## config.mk

```make
export PLATFORM = sky130hd
export DESIGN_NAME = voronoi_cell_labeler_unit_flat
export DESIGN_NICKNAME = d
export VERILOG_FILES = /design/src/design/vcl_pkg.sv /design/src/design/vcl_if.sv /design/src/design/vcl_ram.sv /design/src/design/vcl_front.sv /design/src/design/vcl_back.sv /design/src/design/voronoi_cell_labeler_unit.sv /design/src/flat_wrapper.sv
export SDC_FILE = /design/constraint.sdc
export NUM_CORES = 2
export LEC_CHECK = 0
export ABC_AREA = 1
export BUFFER_PORTS_ARGS = -buffer_cell sky130_fd_sc_hd__buf_2
export CORE_MARGIN = 3
export CORE_UTILIZATION = 54
export CTS_BUF_LIST = sky130_fd_sc_hd__clkbuf_8 sky130_fd_sc_hd__clkbuf_16
export DETAILED_ROUTE_END_ITERATION = 6
export PLACE_DENSITY = 0.68
export SYNTH_ARGS = -nofsm -noshare
export SYNTH_HDL_FRONTEND = slang
export SYNTH_HIERARCHICAL = 1
export SYNTH_SLANG_ARGS = --single-unit
```

## constraint.sdc

```tcl
create_clock -name clk_i -period 9.3 [get_ports clk_i]
set_clock_uncertainty 0.05 [all_clocks]
set_input_delay 0.93 -clock clk_i [delete_from_list [all_inputs] [get_ports clk_i]]
set_output_delay 0.93 -clock clk_i [all_outputs]
set_load 0.03 [all_outputs]
```

## src/design/vcl_pkg.sv

```systemverilog
// ----------------------------------------------------------------------------
// Voronoi cell labeler package
// Shared types, field widths and codes for the nearest-seed labeler.
// ----------------------------------------------------------------------------
package vcl_pkg;

  localparam int CmdW      = 2;
  localparam int StatusW   = 2;
  localparam int CoordW    = 8;
  localparam int CoordBits = 8;
  localparam int OwnerW    = 4;
  localparam int HeightW   = 8;
  localparam int DistW     = 33;
  localparam int CfgW      = 8;
  localparam int CfgIdxW   = 2;

  // Default seed table depth.
  localparam int DefMaxSeeds = 16;

  // Coordinates wrap to CoordBits bits before use.
  localparam logic [CoordW-1:0] CoordMask =
    (CoordBits >= CoordW) ? {CoordW{1'b1}} : CoordW'((1 << CoordBits) - 1);

  // Register indexes of the configuration port.
  localparam logic [CfgIdxW-1:0] RegMaxHeight = 2'd0;
  localparam logic [CfgIdxW-1:0] RegUnitWidth = 2'd1;
  localparam logic [CfgIdxW-1:0] RegUnitDepth = 2'd2;

  typedef enum logic [CmdW-1:0] {
    CmdLoad    = 2'd0,
    CmdMeasure = 2'd1,
    CmdShade   = 2'd2,
    CmdClear   = 2'd3
  } cmd_e;

  typedef enum logic [StatusW-1:0] {
    StOk    = 2'd0,
    StEmpty = 2'd1,
    StFull  = 2'd2
  } status_e;

  // Decoded command as it waits in the queue.
  typedef struct packed {
    cmd_e              cmd;
    logic [CoordW-1:0] x;
    logic [CoordW-1:0] y;
  } op_t;

  // Configuration register values.
  typedef struct packed {
    logic [CfgW-1:0] max_height;
    logic [CfgW-1:0] unit_width;
    logic [CfgW-1:0] unit_depth;
  } cfg_t;

  // One result transaction.
  typedef struct packed {
    status_e            status;
    logic [OwnerW-1:0]  owner;
    logic [HeightW-1:0] height;
    logic [DistW-1:0]   sq_dist;
  } res_t;

endpackage

```

## src/design/vcl_if.sv

```systemverilog
// ----------------------------------------------------------------------------
// Voronoi cell labeler channels
// Valid/ready interfaces for the command and result channels.
// ----------------------------------------------------------------------------
interface vcl_in_if;
  logic                      valid;
  logic                      ready;
  logic [vcl_pkg::CmdW-1:0]   cmd;
  logic [vcl_pkg::CoordW-1:0] coord_x;
  logic [vcl_pkg::CoordW-1:0] coord_y;

  modport source (output valid, cmd, coord_x, coord_y, input ready);
  modport sink   (input valid, cmd, coord_x, coord_y, output ready);
endinterface

interface vcl_out_if;
  logic                       valid;
  logic                       ready;
  logic [vcl_pkg::StatusW-1:0] status;
  logic [vcl_pkg::OwnerW-1:0]  owner;
  logic [vcl_pkg::HeightW-1:0] height;
  logic [vcl_pkg::DistW-1:0]   scaled_sq_dist;

  modport source (output valid, status, owner, height, scaled_sq_dist, input ready);
  modport sink   (input valid, status, owner, height, scaled_sq_dist, output ready);
endinterface

```

## src/design/vcl_ram.sv

```systemverilog
// ----------------------------------------------------------------------------
// Generic RAM
// One write port and one read port with registered read data.
// ----------------------------------------------------------------------------
module vcl_ram #(
  parameter int Width = 8,
  parameter int Depth = 16,
  parameter int AddrW = (Depth > 1) ? $clog2(Depth) : 1
) (
  input  logic             clk_i,
  input  logic             we_i,
  input  logic [AddrW-1:0] waddr_i,
  input  logic [Width-1:0] wdata_i,
  input  logic [AddrW-1:0] raddr_i,
  output logic [Width-1:0] rdata_o
);

  logic [Width-1:0] mem_q [Depth];

  // Write and registered read.
  always_ff @(posedge clk_i) begin
    if (we_i) begin
      mem_q[waddr_i] <= wdata_i;
    end
    rdata_o <= mem_q[raddr_i];
  end

endmodule

```

## src/design/vcl_front.sv

```systemverilog
// ----------------------------------------------------------------------------
// Voronoi cell labeler front end
// Accepts commands, decodes and wraps coordinates, and holds them in a
// two-entry queue for the back end.
// ----------------------------------------------------------------------------
module vcl_front (
  input  logic         clk_i,
  input  logic         rst_ni,
  vcl_in_if.sink       in_i,
  output logic         op_valid_o,
  output vcl_pkg::op_t op_o,
  input  logic         op_pop_i
);
  import vcl_pkg::*;

  op_t        fifo_q [2];
  logic       wptr_q, rptr_q;
  logic [1:0] cnt_q;
  logic       push;
  op_t        op_in;

  // Decode the incoming transaction.
  always_comb begin
    op_in.cmd = cmd_e'(in_i.cmd);
    op_in.x   = in_i.coord_x & CoordMask;
    op_in.y   = in_i.coord_y & CoordMask;
  end

  assign in_i.ready = (cnt_q != 2'd2);
  assign push       = in_i.valid && in_i.ready;
  assign op_valid_o = (cnt_q != 2'd0);
  assign op_o       = fifo_q[rptr_q];

  // Queue payload.
  always_ff @(posedge clk_i) begin
    if (push) begin
      fifo_q[wptr_q] <= op_in;
    end
  end

  // Queue pointers and fill count.
  always_ff @(posedge clk_i or negedge rst_ni) begin
    if (!rst_ni) begin
      wptr_q <= 1'b0;
      rptr_q <= 1'b0;
      cnt_q  <= 2'd0;
    end else begin
      if (push) begin
        wptr_q <= ~wptr_q;
      end
      if (op_pop_i) begin
        rptr_q <= ~rptr_q;
      end
      cnt_q <= cnt_q + 2'(push) - 2'(op_pop_i);
    end
  end

endmodule

```

## src/design/vcl_back.sv

```systemverilog
// ----------------------------------------------------------------------------
// Voronoi cell labeler back end
// Executes queued commands: seed table updates, nearest-seed scan, scaled
// distance, region maximum update and the binary height search.
// ----------------------------------------------------------------------------
module vcl_back #(
  parameter int MaxSeeds = vcl_pkg::DefMaxSeeds
) (
  input  logic          clk_i,
  input  logic          rst_ni,
  input  vcl_pkg::cfg_t cfg_i,
  input  logic          op_valid_i,
  input  vcl_pkg::op_t  op_i,
  output logic          op_pop_o,
  output logic          res_valid_o,
  output vcl_pkg::res_t res_o,
  input  logic          res_ready_i
);
  import vcl_pkg::*;

  localparam int IW = (MaxSeeds > 1) ? $clog2(MaxSeeds) : 1;
  localparam int CW = $clog2(MaxSeeds + 1);

  localparam logic [3:0] SIdle   = 4'd0;
  localparam logic [3:0] SScan   = 4'd1;
  localparam logic [3:0] SScale  = 4'd2;
  localparam logic [3:0] SSquare = 4'd3;
  localparam logic [3:0] SEval   = 4'd4;
  localparam logic [3:0] SRhsA   = 4'd5;
  localparam logic [3:0] SRhsB   = 4'd6;
  localparam logic [3:0] SK2     = 4'd7;
  localparam logic [3:0] SKa     = 4'd8;
  localparam logic [3:0] SKb     = 4'd9;

  logic [3:0]          state_q, state_d;
  logic [CW-1:0]       count_q, count_d;
  logic [MaxSeeds-1:0] vld_q, vld_d;
  cmd_e                cmd_q, cmd_d;
  logic [CoordW-1:0]   x_q, x_d, y_q, y_d;

  // Scan pipeline.
  logic [CW-1:0]     scan_q, scan_d;
  logic              v0_q, v0_d, v1_q, v1_d;
  logic [IW-1:0]     idx0_q, idx0_d, idx1_q, idx1_d;
  logic [16:0]       d1_q, d1_d;
  logic [CoordW-1:0] dx1_q, dx1_d, dy1_q, dy1_d;
  logic [16:0]       best_d_q, best_d_d;
  logic [IW-1:0]     best_q, best_d;
  logic [CoordW-1:0] bdx_q, bdx_d, bdy_q, bdy_d;
  logic              issuing;
  logic [CoordW-1:0] dx0, dy0, sx0, sy0;

  // Distance and height search.
  logic [15:0]       sx_q, sx_d, sy_q, sy_d, mh2_q, mh2_d, k2_q, k2_d;
  logic [DistW-1:0]  d2_q, d2_d, maxd_q, maxd_d;
  logic [48:0]       rhs_q, rhs_d;
  logic [32:0]       plo_q, plo_d;
  logic [31:0]       phi_q, phi_d;
  logic [15:0]       mul_a;
  logic [DistW-1:0]  mul_b;
  logic [48:0]       prod;
  logic [2:0]        bit_q, bit_d;
  logic [7:0]        h_q, h_d, cand_q, cand_d, cand;

  // Output register.
  logic res_v_q, res_v_d;
  res_t res_q, res_d;
  logic out_free;

  // Memories.
  logic              seed_we;
  logic [15:0]       seed_rdata;
  logic              reg_we;
  logic [DistW-1:0]  reg_rdata;

  vcl_ram #(.Width(16), .Depth(MaxSeeds)) u_seed_ram (
    .clk_i  (clk_i),
    .we_i   (seed_we),
    .waddr_i(count_q[IW-1:0]),
    .wdata_i({x_q, y_q}),
    .raddr_i(scan_q[IW-1:0]),
    .rdata_o(seed_rdata)
  );

  vcl_ram #(.Width(DistW), .Depth(MaxSeeds)) u_region_ram (
    .clk_i  (clk_i),
    .we_i   (reg_we),
    .waddr_i(best_q),
    .wdata_i(d2_q),
    .raddr_i(best_q),
    .rdata_o(reg_rdata)
  );

  assign out_free    = !res_v_q || res_ready_i;
  assign res_valid_o = res_v_q;
  assign res_o       = res_q;
  assign issuing     = (scan_q < count_q);

  // Stage one of the scan: grid distance to the seed just read.
  assign sx0 = seed_rdata[15:8];
  assign sy0 = seed_rdata[7:0];
  assign dx0 = (x_q >= sx0) ? x_q - sx0 : sx0 - x_q;
  assign dy0 = (y_q >= sy0) ? y_q - sy0 : sy0 - y_q;

  // Shared split multiplier for the height search.
  assign mul_a = (state_q == SRhsA) ? mh2_q : k2_q;
  assign mul_b = (state_q == SRhsA) ? d2_q : maxd_q;
  assign prod  = {16'd0, plo_q} + {phi_q, 17'd0};
  assign cand  = h_q | (8'd1 << bit_q);

  // Sequencer.
  always_comb begin
    state_d  = state_q;
    count_d  = count_q;
    vld_d    = vld_q;
    cmd_d    = cmd_q;
    x_d      = x_q;
    y_d      = y_q;
    scan_d   = scan_q;
    v0_d     = 1'b0;
    v1_d     = v0_q;
    idx0_d   = scan_q[IW-1:0];
    idx1_d   = idx0_q;
    d1_d     = 17'({8'd0, dx0} * {8'd0, dx0}) + 17'({8'd0, dy0} * {8'd0, dy0});
    dx1_d    = dx0;
    dy1_d    = dy0;
    best_d_d = best_d_q;
    best_d   = best_q;
    bdx_d    = bdx_q;
    bdy_d    = bdy_q;
    sx_d     = sx_q;
    sy_d     = sy_q;
    mh2_d    = mh2_q;
    d2_d     = d2_q;
    maxd_d   = maxd_q;
    rhs_d    = rhs_q;
    plo_d    = 33'(mul_a * mul_b[16:0]);
    phi_d    = 32'(mul_a * mul_b[32:17]);
    k2_d     = k2_q;
    bit_d    = bit_q;
    h_d      = h_q;
    cand_d   = cand_q;
    res_v_d  = res_v_q && !res_ready_i;
    res_d    = res_q;
    op_pop_o = 1'b0;
    seed_we  = 1'b0;
    reg_we   = 1'b0;

    unique case (state_q)
      SIdle: begin
        if (op_valid_i && out_free) begin
          op_pop_o = 1'b1;
          cmd_d    = op_i.cmd;
          x_d      = op_i.x;
          y_d      = op_i.y;
          res_d    = '{status: StOk, owner: '0, height: '0, sq_dist: '0};
          unique case (op_i.cmd)
            CmdLoad: begin
              state_d = SScan;
              scan_d  = '0;
              // Completed in the scan state once the coordinates are registered.
            end
            CmdClear: begin
              count_d = '0;
              vld_d   = '0;
              res_v_d = 1'b1;
            end
            default: begin
              if (count_q == '0) begin
                res_d.status = StEmpty;
                res_v_d      = 1'b1;
              end else begin
                state_d = SScan;
                scan_d  = '0;
              end
            end
          endcase
        end
      end
      SScan: begin
        if (cmd_q == CmdLoad) begin
          // Append the seed unless the table is full.
          if (count_q == CW'(MaxSeeds)) begin
            res_d.status = StFull;
          end else begin
            seed_we = 1'b1;
            count_d = count_q + 1'b1;
          end
          res_v_d = 1'b1;
          state_d = SIdle;
        end else begin
          if (issuing) begin
            scan_d = scan_q + 1'b1;
            v0_d   = 1'b1;
          end
          // Stage two: keep the strictly nearest seed.
          if (v1_q && ((idx1_q == '0) || (d1_q < best_d_q))) begin
            best_d_d = d1_q;
            best_d   = idx1_q;
            bdx_d    = dx1_q;
            bdy_d    = dy1_q;
          end
          if (!issuing && !v0_q && !v1_q) begin
            state_d = SScale;
          end
        end
      end
      SScale: begin
        sx_d    = 16'(bdx_q * cfg_i.unit_width);
        sy_d    = 16'(bdy_q * cfg_i.unit_depth);
        mh2_d   = 16'(cfg_i.max_height * cfg_i.max_height);
        state_d = SSquare;
      end
      SSquare: begin
        d2_d    = 33'({16'd0, sx_q} * {16'd0, sx_q}) + 33'({16'd0, sy_q} * {16'd0, sy_q});
        maxd_d  = vld_q[best_q] ? reg_rdata : '0;
        state_d = SEval;
      end
      SEval: begin
        res_d.owner   = OwnerW'(best_q);
        res_d.sq_dist = d2_q;
        if (cmd_q == CmdMeasure) begin
          if (d2_q > maxd_q) begin
            reg_we        = 1'b1;
            vld_d[best_q] = 1'b1;
          end
          res_v_d = 1'b1;
          state_d = SIdle;
        end else if (maxd_q == '0) begin
          res_v_d = 1'b1;
          state_d = SIdle;
        end else begin
          state_d = SRhsA;
        end
      end
      SRhsA: begin
        state_d = SRhsB;
      end
      SRhsB: begin
        rhs_d   = prod;
        bit_d   = 3'd7;
        h_d     = '0;
        state_d = SK2;
      end
      SK2: begin
        k2_d    = 16'(cand * cand);
        cand_d  = cand;
        state_d = SKa;
      end
      SKa: begin
        state_d = SKb;
      end
      SKb: begin
        // Keep the candidate bit if the height still fits.
        if ((cand_q <= cfg_i.max_height) && (prod <= rhs_q)) begin
          h_d = cand_q;
        end
        if (bit_q == 3'd0) begin
          res_d.height = ((cand_q <= cfg_i.max_height) && (prod <= rhs_q)) ? cand_q : h_q;
          res_v_d      = 1'b1;
          state_d      = SIdle;
        end else begin
          bit_d   = bit_q - 1'b1;
          state_d = SK2;
        end
      end
      default: begin
        state_d = SIdle;
      end
    endcase
  end

  // Control state.
  always_ff @(posedge clk_i or negedge rst_ni) begin
    if (!rst_ni) begin
      state_q <= SIdle;
      count_q <= '0;
      vld_q   <= '0;
      v0_q    <= 1'b0;
      v1_q    <= 1'b0;
      res_v_q <= 1'b0;
    end else begin
      state_q <= state_d;
      count_q <= count_d;
      vld_q   <= vld_d;
      v0_q    <= v0_d;
      v1_q    <= v1_d;
      res_v_q <= res_v_d;
    end
  end

  // Datapath registers.
  always_ff @(posedge clk_i) begin
    cmd_q    <= cmd_d;
    x_q      <= x_d;
    y_q      <= y_d;
    scan_q   <= scan_d;
    idx0_q   <= idx0_d;
    idx1_q   <= idx1_d;
    d1_q     <= d1_d;
    dx1_q    <= dx1_d;
    dy1_q    <= dy1_d;
    best_d_q <= best_d_d;
    best_q   <= best_d;
    bdx_q    <= bdx_d;
    bdy_q    <= bdy_d;
    sx_q     <= sx_d;
    sy_q     <= sy_d;
    mh2_q    <= mh2_d;
    d2_q     <= d2_d;
    maxd_q   <= maxd_d;
    rhs_q    <= rhs_d;
    plo_q    <= plo_d;
    phi_q    <= phi_d;
    k2_q     <= k2_d;
    bit_q    <= bit_d;
    h_q      <= h_d;
    cand_q   <= cand_d;
    res_q    <= res_d;
  end

endmodule

```

## src/design/voronoi_cell_labeler_unit.sv

```systemverilog
// ----------------------------------------------------------------------------
// Voronoi cell labeler
// Nearest-seed labeling of grid cells with per-region quantized heights.
//
//   channel  | dir | transaction payload
//   ---------+-----+--------------------------------------------
//   in_i     | in  | cmd, coord_x, coord_y
//   out_o    | out | status, owner, height, scaled_sq_dist
//   cfg      | in  | cfg_we_i, cfg_idx_i, cfg_data_i (write only)
//
// Measure and shade scan the N stored seeds: the scan reads one seed a cycle
// from the seed RAM. Shade then runs a height search of eight steps through
// one split multiplier, unless the region maximum is zero.
// Reset clears the seed count and the region valid bits at once; no sweep.
// A two-entry queue lets commands be accepted while a result waits.
// ----------------------------------------------------------------------------
module voronoi_cell_labeler_unit #(
  parameter int MaxSeeds = vcl_pkg::DefMaxSeeds
) (
  input  logic                         clk_i,
  input  logic                         rst_ni,
  vcl_in_if.sink                       in_i,
  vcl_out_if.source                    out_o,
  input  logic                         cfg_we_i,
  input  logic [vcl_pkg::CfgIdxW-1:0]  cfg_idx_i,
  input  logic [vcl_pkg::CfgW-1:0]     cfg_data_i
);
  import vcl_pkg::*;

  cfg_t cfg_q;
  logic op_valid, op_pop;
  op_t  op;
  logic res_valid;
  res_t res;

  // Configuration registers.
  always_ff @(posedge clk_i or negedge rst_ni) begin
    if (!rst_ni) begin
      cfg_q.max_height <= 8'd6;
      cfg_q.unit_width <= 8'd4;
      cfg_q.unit_depth <= 8'd4;
    end else if (cfg_we_i) begin
      unique case (cfg_idx_i)
        RegMaxHeight: cfg_q.max_height <= cfg_data_i;
        RegUnitWidth: cfg_q.unit_width <= cfg_data_i;
        RegUnitDepth: cfg_q.unit_depth <= cfg_data_i;
        default: ;
      endcase
    end
  end

  vcl_front u_front (
    .clk_i     (clk_i),
    .rst_ni    (rst_ni),
    .in_i      (in_i),
    .op_valid_o(op_valid),
    .op_o      (op),
    .op_pop_i  (op_pop)
  );

  vcl_back #(.MaxSeeds(MaxSeeds)) u_back (
    .clk_i      (clk_i),
    .rst_ni     (rst_ni),
    .cfg_i      (cfg_q),
    .op_valid_i (op_valid),
    .op_i       (op),
    .op_pop_o   (op_pop),
    .res_valid_o(res_valid),
    .res_o      (res),
    .res_ready_i(out_o.ready)
  );

  // Result channel.
  assign out_o.valid          = res_valid;
  assign out_o.status         = res.status;
  assign out_o.owner          = res.owner;
  assign out_o.height         = res.height;
  assign out_o.scaled_sq_dist = res.sq_dist;

`ifndef SYNTHESIS
  // The back end never pops an empty queue.
  a_pop_nonempty: assert property (@(posedge clk_i) disable iff (!rst_ni)
    op_pop |-> op_valid) else $error("pop from empty queue");

  // Error results carry no owner and no distance.
  a_err_zero: assert property (@(posedge clk_i) disable iff (!rst_ni)
    out_o.valid && (out_o.status != StOk) |->
      (out_o.owner == '0) && (out_o.scaled_sq_dist == '0))
    else $error("error result with payload");

  // A nonzero height needs a nonzero distance.
  a_height_dist: assert property (@(posedge clk_i) disable iff (!rst_ni)
    out_o.valid && (out_o.height != '0) |-> (out_o.scaled_sq_dist != '0))
    else $error("height without distance");
`endif

endmodule

```

## src/flat_wrapper.sv

```systemverilog
// flat-port wrapper written by rule: the top's interface ports become plain ports
module voronoi_cell_labeler_unit_flat import vcl_pkg::*;
#(
  parameter int MaxSeeds = vcl_pkg::DefMaxSeeds
)
  (clk_i, rst_ni, cfg_we_i, cfg_idx_i, cfg_data_i, in_i_valid, in_i_cmd, in_i_coord_x, in_i_coord_y, in_i_ready, out_o_valid, out_o_status, out_o_owner, out_o_height, out_o_scaled_sq_dist, out_o_ready);
  vcl_in_if in_i_i ();
  vcl_out_if out_o_i ();
  input  logic clk_i;
  input  logic rst_ni;
  input  logic cfg_we_i;
  input  logic [vcl_pkg::CfgIdxW-1:0] cfg_idx_i;
  input  logic [vcl_pkg::CfgW-1:0] cfg_data_i;
  input wire logic [$bits(in_i_i.valid)-1:0] in_i_valid;
  input wire logic [$bits(in_i_i.cmd)-1:0] in_i_cmd;
  input wire logic [$bits(in_i_i.coord_x)-1:0] in_i_coord_x;
  input wire logic [$bits(in_i_i.coord_y)-1:0] in_i_coord_y;
  output wire logic [$bits(in_i_i.ready)-1:0] in_i_ready;
  output wire logic [$bits(out_o_i.valid)-1:0] out_o_valid;
  output wire logic [$bits(out_o_i.status)-1:0] out_o_status;
  output wire logic [$bits(out_o_i.owner)-1:0] out_o_owner;
  output wire logic [$bits(out_o_i.height)-1:0] out_o_height;
  output wire logic [$bits(out_o_i.scaled_sq_dist)-1:0] out_o_scaled_sq_dist;
  input wire logic [$bits(out_o_i.ready)-1:0] out_o_ready;
  assign in_i_i.valid = in_i_valid;
  assign in_i_i.cmd = in_i_cmd;
  assign in_i_i.coord_x = in_i_coord_x;
  assign in_i_i.coord_y = in_i_coord_y;
  assign in_i_ready = in_i_i.ready;
  assign out_o_valid = out_o_i.valid;
  assign out_o_status = out_o_i.status;
  assign out_o_owner = out_o_i.owner;
  assign out_o_height = out_o_i.height;
  assign out_o_scaled_sq_dist = out_o_i.scaled_sq_dist;
  assign out_o_i.ready = out_o_ready;
  voronoi_cell_labeler_unit #(.MaxSeeds(MaxSeeds)) u_core (.clk_i(clk_i), .rst_ni(rst_ni), .in_i(in_i_i), .out_o(out_o_i), .cfg_we_i(cfg_we_i), .cfg_idx_i(cfg_idx_i), .cfg_data_i(cfg_data_i));
endmodule
```

==> run metrics <==
DIE HEIGHT about 440 µm; Vias 70600; WP buf/inv 10; Congestion Overflow GR 0; Synth Area per Inst 9.35 µm²; Adder-Cell Fraction of Synth Area between 20% and 30%; CP endpoint kind flop; CTS tree yes; sum of negative setup slack 0 ns; row count ~160; count of final setup violators 0; number of I/O port buffers between 80 and 90; Met1 Wirelength ~100000 µm; cell family with most CP delay adder cells; Synth area leader edfxtp_1; post-synth cell types 65; Sinks on Clock Net roughly 1300; max incr delay on CP 1.11 ns; cell mode on critical path inv_1; CP startpoint u_core/u_back/state_q[0]; Final HPWL DP 186000 µm; Post-synth EDFFs ~1100; largest net degree at the start of global routing 141; htree depth 4; CORE AREA between 150000 and 200000 µm²; Top FF cell, synth edfxtp_1; Hold Slack about 0.17 ns; CP Capture Point u_core/u_back/plo_q[18]; Post-Route WL between 200000 and 300000 µm; fill cell count 15900; Slew @ Worst Pin approximately 1.3 ns; share of layout cells above drive strength 1 under 10%; Multi-input gate area between 50000 and 60000 µm²; P&R area growth vs syn 7.67%; setup bufs post-CTS 0; CP max stage cell o21ai_1; DR DRC count 0; RSZ-0062 raised after global routing no; sequential area share after synthesis between 30% and 40%; Critical Path RT 9.95 ns; FF+latch count, synth between 1000 and 1500; ys async rst share about 4.2%; Post-Synth Simple-Gate Area approximately 16%; DR WL/cell approximately 19 µm; DR vias/cell 5.27; Clock Tree Root clkbuf_16; max-slew violations 0; r2r worst-path depth 28; Total Routing Usage GR roughly 28%; Die ar. ~190000 µm²; nets about 13000; RR Startpoint u_core/u_back/state_q[0]; Worst Hold Class in -> async; post-synthesis mux area share less than 1%; hold_buf cts 0; Starting Density a little over half; met2 wire length roughly 130000 µm; synth cell count leaders inv_1 (2566), nand2_1 (2451), edfxtp_1 (1122), fa_1 (991), ha_1 (756); reg2reg end u_core/u_back/plo_q[18]; status completed; Rel. slew slack between 10% and 20%; top-level I/O count 82; Max clock buf depth 3; Critical Path Start Type flop; synth top area cells edfxtp_1 (33%), fa_1 (20%), inv_1 (9.5%); crit path DAT 8.53 ns; Die Width between 400 and 500 µm; Worst Setup Path Type reg -> reg; Placed Cells around 13000; Synth Area in Compound Gates under 10%; synthesized instance count ~11000; most frequent cell after synthesis inv_1; Synth Area in XOR/XNOR 1.95%; Crit path depth 28; Reg area 38200 µm²; Clock Latency Late Sink roughly 0.85 ns; antenna-violating nets left 0; R2R Setup Slk between 1 and 1.5 ns; FMAX 127 MHz; area share of the largest cell type after synthesis about a third; Final min period between 7 and 8 ns; top routing layer in use met5; YS warnings 6; Inserted Clock Buffers 147; Syn Std Cell Area around 100000 µm²; first-pass GRT wire length approximately 410000 µm; drt first pass iters 6; initial DRC count ~5300; final non-filler cell total between 10000 and 15000; post-CTS sizing 0; Final Hold Fails 0; initial antenna violation count 5; DR WL met3 16200 µm; Clock transition at path regs about 0.060 ns; GPL Wtd Cong around 0.9; vias in the first global route between 70000 and 80000; final period utilization a little over four fifths; MaxCap Viol Count 0; largest family of logic cells by synthesized area adder cells; worst-path fanout max about 60
worst min-delay path by stage:
stage	startpoint	end	slack, ns	depth (start not counted)
floorplan	u_core/u_back/idx0_q[0]	u_core/u_back/idx1_q[0]	0.26	0
global placement	u_core/u_back/idx0_q[2]	u_core/u_back/idx1_q[2]	0.26	0
detailed placement	u_core/u_back/idx0_q[0]	u_core/u_back/idx1_q[0]	0.26	0
CTS	rst_ni	u_core/u_front/cnt_q[0]	0.16	1
global route	rst_ni	u_core/u_front/cnt_q[0]	0.19	1
finish	rst_ni	u_core/u_front/wptr_q	0.17	1
layout make-up:
class	count	share of cell area, %
diodes	3	0.00691
clock inverters	106	0.980
repair buffers	170	1.00
flip-flops and latches	1333	35.2
well taps	2480	2.86
multi-input cells	6530	47.3
inverters	2601	9.00
clock buffers	170	3.69
state kept, by name, indices dropped and copies added (netlist names), 24 cells and up:
signal and cells:
u_core/cfg_q 24, u_core/u_back/d2_q 33, u_core/u_back/maxd_q 33, u_core/u_back/phi_q 32, u_core/u_back/plo_q 33, u_core/u_back/res_o 47, u_core/u_back/rhs_q 49, u_core/u_back/u_region_ram/mem_q 528
u_core/u_back/u_region_ram/rdata_o 33, u_core/u_back/u_seed_ram/mem_q 256, u_core/u_front/fifo_q 36
worst reg2reg max path, delay by kind of cell (launching register included):
| kind | cells | cell delay, ns |
|---|---|---|
| xor+xnor | 1 | 0.26 |
| flops | 1 | 0.44 |
| fa+ha+maj | 7 | 2.85 |
| compound gates | 5 | 2.21 |
| buf+inv | 10 | 1.11 |
| simple gates | 5 | 0.88 |
cells by family after synthesis:
family | after synthesis
muxes | 19
other | 2
AOI/OAI and AO/OA | 590
DFF | 1333
xor gates and xnor gates | 222
and+or+nand+nor | 3922
adders and majority gates | 1747
buffers and inverters | 2958
per-stage QoR:
| step | util [%] | instance area [µm²] | worst slack, ns |
|---|---|---|---|
| final | 58.5 | 109000 | 1.43 |
| after global routing | 58.5 | 109000 | 0.993 |
| after CTS | 58.5 | 109000 | 1.48 |
| after detailed placement | 55.8 | 104000 | 1.52 |
| after global placement | 55.8 | 104000 | 1.56 |
| after floorplan | - | 101000 | 2.54 |
per-layer routing:
metal	GRT usage, %	vias up
li1	-	33100
met1	35.4	34700
met2	46.8	2317
met3	3.63	503
met4	12.0	2
met5	0	-
cells in the final DEF (no fill, tap or decap), types with 14 or more instances in the layout:
master and count:
dfrtp_1 52, buf_4 89, nor3_1 49, buf_2 80, o21ai_1 23, xnor2_1 76
clkinv_1 17, a21o_1 26, nor2_1 571, conb_1 30, clkinv_2 15, o21ai_0 135
o21ai_4 18, nand3_1 717, nor2_4 21, nand4_1 61, dfxtp_1 155, clkbuf_8 22
a21boi_0 14, a21oi_1 278, inv_1 2603, xor2_1 143, edfxtp_1 1122, o21ai_2 16
nand2_1 2451, inv_2 29, fa_1 991, clkbuf_16 148, ha_1 756
Power is left out: the tool's default activity adds up to more than one toggle a clock period on the data nets, which glitch-free logic cannot reach.
